## src/rtl/kbq_pkg.sv

```systemverilog
// Shared definitions for the keyboard controller byte queue: queue sizing,
// request and status codes, the enable packet bytes and pointer arithmetic.
// No dependencies.
package kbq_pkg;

    // Queue sizing. Valid range is 8 to 256 entries.
    localparam int QUEUE_DEPTH = 16;
    localparam int PTR_W       = $clog2(QUEUE_DEPTH);
    localparam int CNT_W       = $clog2(QUEUE_DEPTH + 1);

    // The enable packet is five bytes; a key event can add one more byte.
    localparam int PKT_LEN  = 5;
    localparam int MAX_PUSH = PKT_LEN + 1;

    // Port widths.
    localparam int S_TDATA_W = 16;
    localparam int S_TUSER_W = 3;
    localparam int M_TDATA_W = 16;
    localparam int M_TUSER_W = 2;

    // Enable packet bytes. The last byte is the XOR of the first four, with
    // bits 7 and 6 flipped when bit 7 of that XOR is set.
    localparam logic [7:0] PKT_HEADER = 8'h80;
    localparam logic [7:0] PKT_CMD    = 8'hA8;
    localparam logic [7:0] PKT_ZERO   = 8'h00;
    localparam logic [7:0] PKT_FOLD   = 8'hC0;
    localparam logic [7:0] PKT_XOR    = PKT_HEADER ^ PKT_CMD ^ PKT_ZERO ^ PKT_ZERO;
    localparam logic [7:0] PKT_CHECK  = PKT_XOR[7] ? (PKT_XOR ^ PKT_FOLD) : PKT_XOR;

    // Request codes carried on the input channel.
    typedef enum logic [2:0] {
        REQ_ARM   = 3'd0,
        REQ_KEY   = 3'd1,
        REQ_READ  = 3'd2,
        REQ_QUERY = 3'd3,
        REQ_RESET = 3'd4
    } req_t;

    // Status codes returned with every result.
    typedef enum logic [1:0] {
        ST_OK       = 2'd0,
        ST_OVERFLOW = 2'd1,
        ST_EMPTY    = 2'd2
    } status_t;

    // Byte at a given position of the enable packet.
    function automatic logic [7:0] pkt_byte(input logic [2:0] idx);
        logic [7:0] b;
        case (idx)
            3'd0:    b = PKT_HEADER;
            3'd1:    b = PKT_CMD;
            3'd2:    b = PKT_ZERO;
            3'd3:    b = PKT_ZERO;
            3'd4:    b = PKT_CHECK;
            default: b = PKT_ZERO;
        endcase
        return b;
    endfunction

    // Pointer advance modulo the queue depth; inc is always below the depth.
    function automatic logic [PTR_W-1:0] ptr_add(input logic [PTR_W-1:0] ptr,
                                                 input logic [PTR_W-1:0] inc);
        logic [PTR_W:0] sum;
        sum = {1'b0, ptr} + {1'b0, inc};
        if (sum >= (PTR_W + 1)'(QUEUE_DEPTH)) begin
            sum = sum - (PTR_W + 1)'(QUEUE_DEPTH);
        end
        return sum[PTR_W-1:0];
    endfunction

endpackage

```

## src/rtl/keyboard_ctrl_byte_queue.sv

```systemverilog
// Keyboard controller byte queue, serial receive side: top level.
// Depends on kbq_pkg for sizing, codes, packet bytes and pointer arithmetic.
// Holds the input register, the queue, the request decode and the result register.

// Usage: each request (arm, key event, read, query, reset) enters on the s_
// channel and produces exactly one result transaction on the m_ channel, in
// order. The block takes one request per clock cycle. A request is held in the
// input register and its result is then loaded into the result register, which
// drives m_tvalid. The only thing that slows the stream is back-pressure on
// m_tready. The first arm or key event after reset queues the enable packet
// 80 A8 00 00 28 ahead of any scancode. The queue holds kbq_pkg::QUEUE_DEPTH
// bytes; bytes pushed onto a full queue are dropped and the result reports an
// overflow status. Reading an empty queue returns zero with an empty status.
// The result's irq_assert and irq_clear bits tell the host when to raise or
// drop its receive interrupt.
module keyboard_ctrl_byte_queue (
    input  logic                           aclk,
    input  logic                           aresetn,
    // Request channel.
    input  logic                           s_tvalid,
    output logic                           s_tready,
    // s_tdata: [7:0] scancode, [8] key_up, [15:9] zero.
    input  logic [kbq_pkg::S_TDATA_W-1:0]  s_tdata,
    // s_tuser: [2:0] req_type.
    input  logic [kbq_pkg::S_TUSER_W-1:0]  s_tuser,
    // Result channel.
    output logic                           m_tvalid,
    input  logic                           m_tready,
    // m_tdata: [7:0] read_data, [8] has_byte, [9] irq_assert, [10] irq_clear,
    // [15:11] zero.
    output logic [kbq_pkg::M_TDATA_W-1:0]  m_tdata,
    // m_tuser: [1:0] status.
    output logic [kbq_pkg::M_TUSER_W-1:0]  m_tuser
);

    localparam int PTR_W    = kbq_pkg::PTR_W;
    localparam int CNT_W    = kbq_pkg::CNT_W;
    localparam int MAX_PUSH = kbq_pkg::MAX_PUSH;

    // Input register.
    logic       in_vld_reg;
    logic [2:0] in_req_reg;
    logic [7:0] in_code_reg;
    logic       in_up_reg;

    // Queue state. The storage has no reset; only written entries are read.
    logic [7:0]       store_reg [kbq_pkg::QUEUE_DEPTH];
    logic [PTR_W-1:0] head_reg;
    logic [PTR_W-1:0] head_next;
    logic [PTR_W-1:0] tail_reg;
    logic [PTR_W-1:0] tail_next;
    logic [CNT_W-1:0] fill_reg;
    logic [CNT_W-1:0] fill_next;
    logic             en_reg;
    logic             en_next;

    // Result register.
    logic                 m_vld_reg;
    logic [7:0]           out_data_reg;
    logic [7:0]           out_data_next;
    logic                 out_has_reg;
    logic                 out_set_reg;
    logic                 out_set_next;
    logic                 out_clr_reg;
    logic                 out_clr_next;
    kbq_pkg::status_t     out_st_reg;
    kbq_pkg::status_t     out_st_next;

    // Handshake control.
    logic s_accept;
    logic out_ready;
    logic process;

    // Push staging.
    logic [7:0]       push_byte [MAX_PUSH];
    logic [CNT_W-1:0] push_cnt;
    logic [CNT_W-1:0] push_space;
    logic [CNT_W-1:0] push_done;
    logic             push_drop;
    logic [7:0]       key_byte;
    logic [PTR_W-1:0] wr_idx [MAX_PUSH];
    logic             wr_en  [MAX_PUSH];
    kbq_pkg::req_t    req;

    // The input register frees up whenever its item moves into the result
    // register, so one request per cycle flows as long as m_tready is high.
    assign out_ready = !m_vld_reg || m_tready;
    assign process   = in_vld_reg && out_ready;
    assign s_tready  = !in_vld_reg || out_ready;
    assign s_accept  = s_tvalid && s_tready;

    assign req      = kbq_pkg::req_t'(in_req_reg);
    assign key_byte = {in_code_reg[7] | in_up_reg, in_code_reg[6:0]};

    // Build the list of bytes this request pushes: the enable packet when not
    // yet enabled, then the scancode for a key event.
    always_comb begin
        for (int i = 0; i < MAX_PUSH; i++) begin
            push_byte[i] = key_byte;
        end
        push_cnt = '0;
        if ((req == kbq_pkg::REQ_ARM) || (req == kbq_pkg::REQ_KEY)) begin
            if (!en_reg) begin
                for (int i = 0; i < kbq_pkg::PKT_LEN; i++) begin
                    push_byte[i] = kbq_pkg::pkt_byte(3'(i));
                end
                push_cnt = CNT_W'(kbq_pkg::PKT_LEN);
            end
            if (req == kbq_pkg::REQ_KEY) begin
                push_cnt = push_cnt + CNT_W'(1);
            end
        end
    end

    // Bytes that do not fit are dropped; those that fit go in order.
    assign push_space = CNT_W'(kbq_pkg::QUEUE_DEPTH) - fill_reg;
    assign push_drop  = push_cnt > push_space;
    assign push_done  = push_drop ? push_space : push_cnt;

    always_comb begin
        for (int i = 0; i < MAX_PUSH; i++) begin
            wr_idx[i] = kbq_pkg::ptr_add(tail_reg, PTR_W'(i));
            wr_en[i]  = process && (CNT_W'(i) < push_done);
        end
    end

    // Request decode and next state.
    always_comb begin
        head_next     = head_reg;
        tail_next     = tail_reg;
        fill_next     = fill_reg;
        en_next       = en_reg;
        out_data_next = '0;
        out_set_next  = 1'b0;
        out_clr_next  = 1'b0;
        out_st_next   = kbq_pkg::ST_OK;
        case (req)
            kbq_pkg::REQ_ARM, kbq_pkg::REQ_KEY: begin
                tail_next = kbq_pkg::ptr_add(tail_reg, push_done[PTR_W-1:0]);
                fill_next = fill_reg + push_done;
                en_next   = 1'b1;
                if (push_drop) begin
                    out_st_next = kbq_pkg::ST_OVERFLOW;
                end
                // An arm event only interrupts when bytes are waiting.
                out_set_next = (req == kbq_pkg::REQ_KEY) || (fill_next != '0);
            end
            kbq_pkg::REQ_READ: begin
                if (fill_reg == '0) begin
                    out_st_next = kbq_pkg::ST_EMPTY;
                end else begin
                    out_data_next = store_reg[head_reg];
                    head_next     = kbq_pkg::ptr_add(head_reg, PTR_W'(1));
                    fill_next     = fill_reg - CNT_W'(1);
                    out_set_next  = fill_next != '0;
                end
            end
            kbq_pkg::REQ_RESET: begin
                head_next    = '0;
                tail_next    = '0;
                fill_next    = '0;
                en_next      = 1'b0;
                out_clr_next = 1'b1;
            end
            default: begin
                // A query and the unused codes leave the state alone.
            end
        endcase
    end

    // Queue storage, written at up to MAX_PUSH consecutive slots per cycle.
    always_ff @(posedge aclk) begin
        for (int i = 0; i < MAX_PUSH; i++) begin
            if (wr_en[i]) begin
                store_reg[wr_idx[i]] <= push_byte[i];
            end
        end
    end

    // Control state, queue pointers and result register.
    always_ff @(posedge aclk) begin
        if (!aresetn) begin
            in_vld_reg <= 1'b0;
            m_vld_reg  <= 1'b0;
            head_reg   <= '0;
            tail_reg   <= '0;
            fill_reg   <= '0;
            en_reg     <= 1'b0;
        end else begin
            if (s_accept) begin
                in_vld_reg <= 1'b1;
            end else if (process) begin
                in_vld_reg <= 1'b0;
            end
            if (process) begin
                m_vld_reg <= 1'b1;
                head_reg  <= head_next;
                tail_reg  <= tail_next;
                fill_reg  <= fill_next;
                en_reg    <= en_next;
            end else if (m_tready) begin
                m_vld_reg <= 1'b0;
            end
        end
    end

    // Payload registers need no reset.
    always_ff @(posedge aclk) begin
        if (s_accept) begin
            in_req_reg  <= s_tuser[2:0];
            in_code_reg <= s_tdata[7:0];
            in_up_reg   <= s_tdata[8];
        end
        if (process) begin
            out_data_reg <= out_data_next;
            out_has_reg  <= fill_next != '0;
            out_set_reg  <= out_set_next;
            out_clr_reg  <= out_clr_next;
            out_st_reg   <= out_st_next;
        end
    end

    assign m_tvalid = m_vld_reg;
    assign m_tdata  = {5'b0, out_clr_reg, out_set_reg, out_has_reg, out_data_reg};
    assign m_tuser  = out_st_reg;

`ifndef SYNTHESIS
    // The fill count never exceeds the queue depth.
    assert property (@(posedge aclk) disable iff (!aresetn)
        fill_reg <= CNT_W'(kbq_pkg::QUEUE_DEPTH))
        else $error("queue fill count above depth");

    // Tail pointer always sits fill_count entries past the head pointer.
    assert property (@(posedge aclk) disable iff (!aresetn)
        tail_reg == kbq_pkg::ptr_add(head_reg, fill_reg[PTR_W-1:0]))
        else $error("queue pointers disagree with fill count");

    // A result's has_byte bit reports the queue left behind by its request.
    assert property (@(posedge aclk) disable iff (!aresetn)
        process |=> (out_has_reg == (fill_reg != '0)))
        else $error("has_byte does not match queue fill");

    // An empty read returns zero data and never raises the interrupt.
    assert property (@(posedge aclk) disable iff (!aresetn)
        (m_vld_reg && (out_st_reg == kbq_pkg::ST_EMPTY)) |->
            ((out_data_reg == '0) && !out_set_reg && !out_has_reg))
        else $error("empty read returned data or interrupt");
`endif

endmodule
```

## config.mk

```make
export PLATFORM = sky130hd
export DESIGN_NAME = keyboard_ctrl_byte_queue
export DESIGN_NICKNAME = d
export VERILOG_FILES = /design/src/rtl/kbq_pkg.sv /design/src/rtl/keyboard_ctrl_byte_queue.sv
export SDC_FILE = /design/constraint.sdc
export NUM_CORES = 1
export LEC_CHECK = 0
export BUFFER_PORTS_ARGS = -buffer_cell sky130_fd_sc_hd__buf_4
export CORE_MARGIN = 10
export CORE_UTILIZATION = 67
export DETAILED_ROUTE_END_ITERATION = 10
export PLACE_DENSITY = 0.86
export SLEW_MARGIN = 15
export SYNTH_ARGS = -nofsm -noshare
export SYNTH_HDL_FRONTEND = slang
export SYNTH_SLANG_ARGS = --single-unit
```

## constraint.sdc

```tcl
create_clock -name aclk -period 10.3 [get_ports aclk]
set_input_delay 2.06 -clock aclk [delete_from_list [all_inputs] [get_ports aclk]]
set_output_delay 2.06 -clock aclk [all_outputs]
set_load 0.03 [all_outputs]
```

# Word level (Yosys, flattened, before mapping)
# Memories as Yosys holds them, arrays and structs flattened. A register that Yosys moved wholly into a read port is not among the register bits.
# Cells that the tools add are included.
# word_totals
reg_bits	33
ram_bits	128
n_memories	1
# classes
n_addsub	19
order_cmp	15
n_eq_ne	4
mux	43
n_bitwise	2
n_reduce_logical	27
# memory_table
memory	depth	width	read_ports	rd_ports_with_merged_regs	write_ports	line_no	source
store_reg	16	8	1	1	6	keyboard_ctrl_byte_queue.sv:47	logic [7:0] store_reg [kbq_pkg::QUEUE_DEPTH];
# op_table
op	n
two-way mux 40 bit	2
two-way mux 4 bit	9
>= comparator 5 bit (second input constant)	7
subtractor 4 x 1 -> 4 bit (second input constant)	8
two-way mux 5 bit	5
two-way mux 1 bit	19
one-hot mux 4 bit (2 select lines)	2
one-hot mux 5 bit (3 select lines)	1
nonzero test 5 bit	3
adder 4 x 1 -> 5 bit (second input constant)	2
adder 4 x 2 -> 5 bit (second input constant)	2
adder 4 x 3 -> 5 bit (second input constant)	2
less-than comparator 1 x 5 -> 1 bit (first input constant)	2
less-than comparator 2 x 5 -> 1 bit (first input constant)	2
less-than comparator 3 x 5 -> 1 bit (first input constant)	2
logical AND 1 bit	8
nonzero test 2 bit	4
adder 4 x 4 -> 5 bit	1
adder 5 x 1 -> 5 bit (second input constant)	1
adder 5 bit	1
>= comparator 4 x 5 -> 1 bit (second input constant)	1
greater-than comparator 5 bit	1
logical NOT 5 bit	1
subtractor 5 x 1 -> 5 bit (second input constant)	1
17 further kinds	23

# Depth between registers and ports, before layout
# depth
depth_word	12
ltp_mapped	23
ltp_nobuf	20

# Worst setup path before layout
# No wires, ideal clock.
# synth_path
path_kind	in2reg
from	input m_tready
to	memory store_reg[13][0] (enable)
setup_time_ns	0.404
arrival_time_ns	4.322
path_slack_ns	5.574
path_stages	7
n_path_buf	2
cell_sequence	nand2b_1 -> clkbuf_1 -> nand2_1 -> a211oi_2 -> buf_4 -> inv_1 -> o311ai_0
# synth_lines
item	line_no	source
start, declared	keyboard_ctrl_byte_queue.sv:28	input logic m_tready,
end, declared	keyboard_ctrl_byte_queue.sv:47	

# Worst setup path in the final report
# layout_path
from	register in_req_reg[1]
to	register out_has_reg, data pin
# layout_via
elab_chain_cells	8
elab_cells_between_ends	13
# layout_rtl
item	line_no	source
start, declared	keyboard_ctrl_byte_queue.sv:42	logic [2:0] in_req_reg;
start signal, assigned	keyboard_ctrl_byte_queue.sv:210	in_req_reg <= s_tuser[2:0];
== test 3 x 1 -> 1 bit / logical NOT 3 bit (equally long branches)	keyboard_ctrl_byte_queue.sv:102, keyboard_ctrl_byte_queue.sv:109, keyboard_ctrl_byte_queue.sv:137	
two-way mux 5 bit / logical OR 1 bit (equally long branches)	keyboard_ctrl_byte_queue.sv:109, keyboard_ctrl_byte_queue.sv:102	
two-way mux 5 bit	keyboard_ctrl_byte_queue.sv:102	if ((req == kbq_pkg::REQ_ARM) || (req == kbq_pkg::REQ_KEY)) begin
greater-than comparator 5 bit	keyboard_ctrl_byte_queue.sv:117	assign push_drop = push_cnt > push_space;
two-way mux 5 bit	keyboard_ctrl_byte_queue.sv:118	assign push_done = push_drop ? push_space : push_cnt;
adder 5 bit	keyboard_ctrl_byte_queue.sv:140	fill_next = fill_reg + push_done;
one-hot mux 5 bit (3 select lines) (*)	keyboard_ctrl_byte_queue.sv:137	case (req)
nonzero test 5 bit (*)	keyboard_ctrl_byte_queue.sv:216	out_has_reg <= fill_next != '0;
end signal, assigned	keyboard_ctrl_byte_queue.sv:216	
end, declared	keyboard_ctrl_byte_queue.sv:61	logic out_has_reg;
# Every way passes the cells marked *; elsewhere a longest branch is shown, timed or not.
# A chain may end at the register's enable or synchronous reset.

==> results by group <==
Timing
  – Setup TNS: 0 ps
  – Layout Skew: 10.0 ps
  – Fin crit share: 58.9%
  – Slew HR: 17.9%
  – Final min period: 6070 ps
  – RSZ-0062 raised after global routing: false
  – Highest clock rate: 165 MHz
  – Max-slew violation count: 0
  – Final setup vio count: 0
  – Fin. Hold Viols: 0
  – Measured slew at the worst slew-check pin: 1230 ps

Status
  – Status: completed

Placement
  – Placed insts: 1,021
  – DPL Wire Length: 20.9 mm
  – Placer Congestion: 0.982
  – IO buf count: 30

Setup path
  – WP data arrival: 6240 ps
  – Crit path launch type: register
  – CP cell instances: nor2_1, nand2_1, inv_2, ha_1, and3b_1, o221ai_4, nor2_4, o21ai_0, ha_1, inv_1, fa_1, nor2b_1, o21a_1, nor3_1, mux2i_1, nand2_1, or4b_1
  – CP endpoint kind: register
  – Crit. path cell count: 17
  – Required @ worst endpoint: 10,480 ps
  – Worst r2r path cells: 17
  – Reg-to-Reg Start: in_req_reg[1]
  – Largest delay share family, worst path: simple AND/OR/NAND/NOR gates
  – R2R Setup Slk: 4230 ps
  – Slowest cell on the critical path: nor2_1
  – Worst path max stage delay: 710 ps
  – Setup crit start: in_req_reg[1]
  – CP max FO: 25
  – Worst setup path endpoint: out_has_reg
  – Critical path class: register to register
  – Buf/Inv on CP: 2
  – Worst r2r dst: out_has_reg

Pwr
  – Peak supply drop: 0.133 mV
  – NetSw: 443 µW
  – Clock group share of total power: 41.0%
  – Combinational share of power: 12.1%
  – Sw Share: 25.8%
  – P_int: 1270 µW
  – Leakage: 0.00366 µW
  – Share of power burned in registers: 47.0%
  – Pwr Density: 157 nW/µm²

Synth
  – Post-synth top area share: 45.8%
  – Seq cells post-synth: 169
  – Top cells by area, synth: edfxtp_1 (46%), mux4_2 (9.0%), and2_1 (4.9%)
  – Post-synth EDFFs: 153
  – Post-Syn Instances: 857
  – Synth Area per Inst: 11.7 µm²
  – Synth unique cells: 77
  – Dominant cell type by area after synthesis: edfxtp_1
  – Ys Warns: 0
  – Primary FF master, synth: edfxtp_1
  – Cell Area, Synth: 10,000 µm²
  – Fraction of registers with async set or reset after synthesis: 0%
  – Sequential area share after synthesis: 49.0%

Clock network
  – Post_cts resized: 0
  – Clock-pin slew on the worst setup and hold paths: 70 ps
  – Clk sinks: 169
  – Post-CTS setup repair buffer count: 0
  – Maximum buffer depth of the clock tree: 2
  – Clock Root Buffer: clkbuf_16
  – Total number of H-tree levels: 4
  – CTS tree: done
  – Clk Latency, worst-skew pair: 440 ps
  – Clock buffer count from CTS: 17
  – Hold-fix buffers, CTS: 0

Drt
  – Post-Route WL: 30.0 mm
  – Drt wl/cell: 28.5 µm
  – ANT nets after route: 0
  – DRC: 0
  – Initial DRC count: 1,288
  – Via count: 7,978
  – 1st-pass router iterations: 7
  – DR vias/cell: 7.58

Job
  – Maxcap violations: 0

Final layout
  – # fillers: 884
  – Area grow syn2layout: 8.82%
  – Non-filler cells, final: 1,052
  – Layout net count: 899
  – Flip-flop count of the largest register after layout: 128
  – Area taken by multi-input logic gates: 4760 µm²
  – Antenna diodes: 0
  – Layout cells sized above 1: 19.1%
  – Reg area: 4920 µm²

Die
  – Full die area: 20,300 µm²
  – Starting density of the core: 68.7%
  – Cell Rows: 44
  – Die X: 142 µm
  – Core ar.: 14,600 µm²
  – Die Y: 142 µm
  – Top Ports: 43

Global routing
  – Vias in the first global route: 7,626
  – First-pass GRT wire length: 46.6 mm
  – Grt ovf: 0
  – Tot GR Track Use: 30.0%
  – Largest net degree at the start of global routing: 37
  – Antenna violations before repair: 0

Worst hold path
  – Min-delay worst type: register to register
[power by group through the flow]
stage                     Sequential (µW)  Clock (µW)  Combinational, µW
after floorplan                       809           0                146
after global placement                814           0                189
after detailed placement              817           0                198
after CTS                             804         697                201
after global routing                  808         722                218
final                                 805         703                207
[routing by layer]
metal / track usage, % / wire length (µm) / part of all wire (%) / vias up
met3: 7.51 / 3580 / 12 / 119
met1: 39.0 / 11000 / 37 / 3887
met4: 10.8 / 1180 / 3.9 / 0
met5: 0 / 0 / 0 / -
li1: - / - / - / 3298
met2: 48.0 / 14300 / 48 / 674
[synth_stat cells, drive strengths merged, types with 8 or more instances]
| cell | count |
|---|---|
| mux2 | 22 |
| clkbuf | 40 |
| nand4 | 8 |
| o32ai | 12 |
| a21o | 11 |
| edfxtp | 153 |
| ha | 18 |
| xnor2 | 8 |
| a21oi | 28 |
| o22ai | 29 |
| nor2b | 28 |
| o221ai | 10 |
| nand2 | 54 |
| o21ai | 42 |
| nand3 | 14 |
| and2 | 79 |
| mux2i | 15 |
| mux4 | 40 |
| nor2 | 54 |
| buf | 24 |
| inv | 22 |
| nor3 | 22 |
| dfxtp | 16 |
[tightest hold or removal path: stages, from the launching register on]
cell and delay (ps):
dfxtp_1 350, o21ai_0 90, a21boi_0 80
[cell type report]
type | instances | area share, %
repair buffers | 39 | 2.68
well taps | 184 | 2.11
flip-flops and latches | 169 | 45.0
clock buffers | 17 | 3.90
inverters | 22 | 0.757
clock inverters | 14 | 1.90
multi-input cells | 607 | 43.6
[how the worst min path moves through the flow]
| stage | slack [ps] | startpoint | to | cells past startpoint |
|---|---|---|---|---|
| after detailed placement | 540 | en_reg | en_reg | 2 |
| after CTS | 550 | en_reg | en_reg | 2 |
| after global placement | 520 | en_reg | en_reg | 2 |
| final | 560 | en_reg | en_reg | 2 |
| after global routing | 590 | en_reg | en_reg | 2 |
| after floorplan | 480 | en_reg | en_reg | 2 |
[cell families (layout without fill, tap and decap cells)]
group | after synthesis | after routing | share of synthesized area [%]
compound gates | 204 | 204 | 14.8
xor+xnor | 14 | 14 | 1.30
fa+ha+maj | 20 | 20 | 2.65
buf+inv | 86 | 92 | 3.73
flops | 169 | 169 | 49.0
mux | 77 | 77 | 13.1
other cells | 1 | 6 | 0.0374
simple gates | 286 | 286 | 15.4
[layout by cell type (no fill, tap or decap), types with 22 or more instances in the layout]
master,count
a21oi_1,27
and2_1,78
buf_4,39
edfxtp_1,153
mux2_2,22
mux4_2,40
nand2_1,53
nor2_1,51
nor2b_1,28
o21ai_0,27
o22ai_1,29
[per-stage QoR]
step / total power, µW / instance area [µm²] / hold WS (ps) / worst slack [ps] / utilization, %
final: 1710 / 10900 / 565 / 4230 / 74.8
after global routing: 1750 / 10900 / 588 / 3990 / 74.8
after CTS: 1700 / 10900 / 552 / 4410 / 74.8
after detailed placement: 1020 / 10300 / 540 / 4420 / 70.5
after global placement: 1000 / 10300 / 525 / 4570 / 70.5
after floorplan: 955 / 10000 / 478 / 5570 / -
Note: power is estimated with default switching activity, not from simulation.
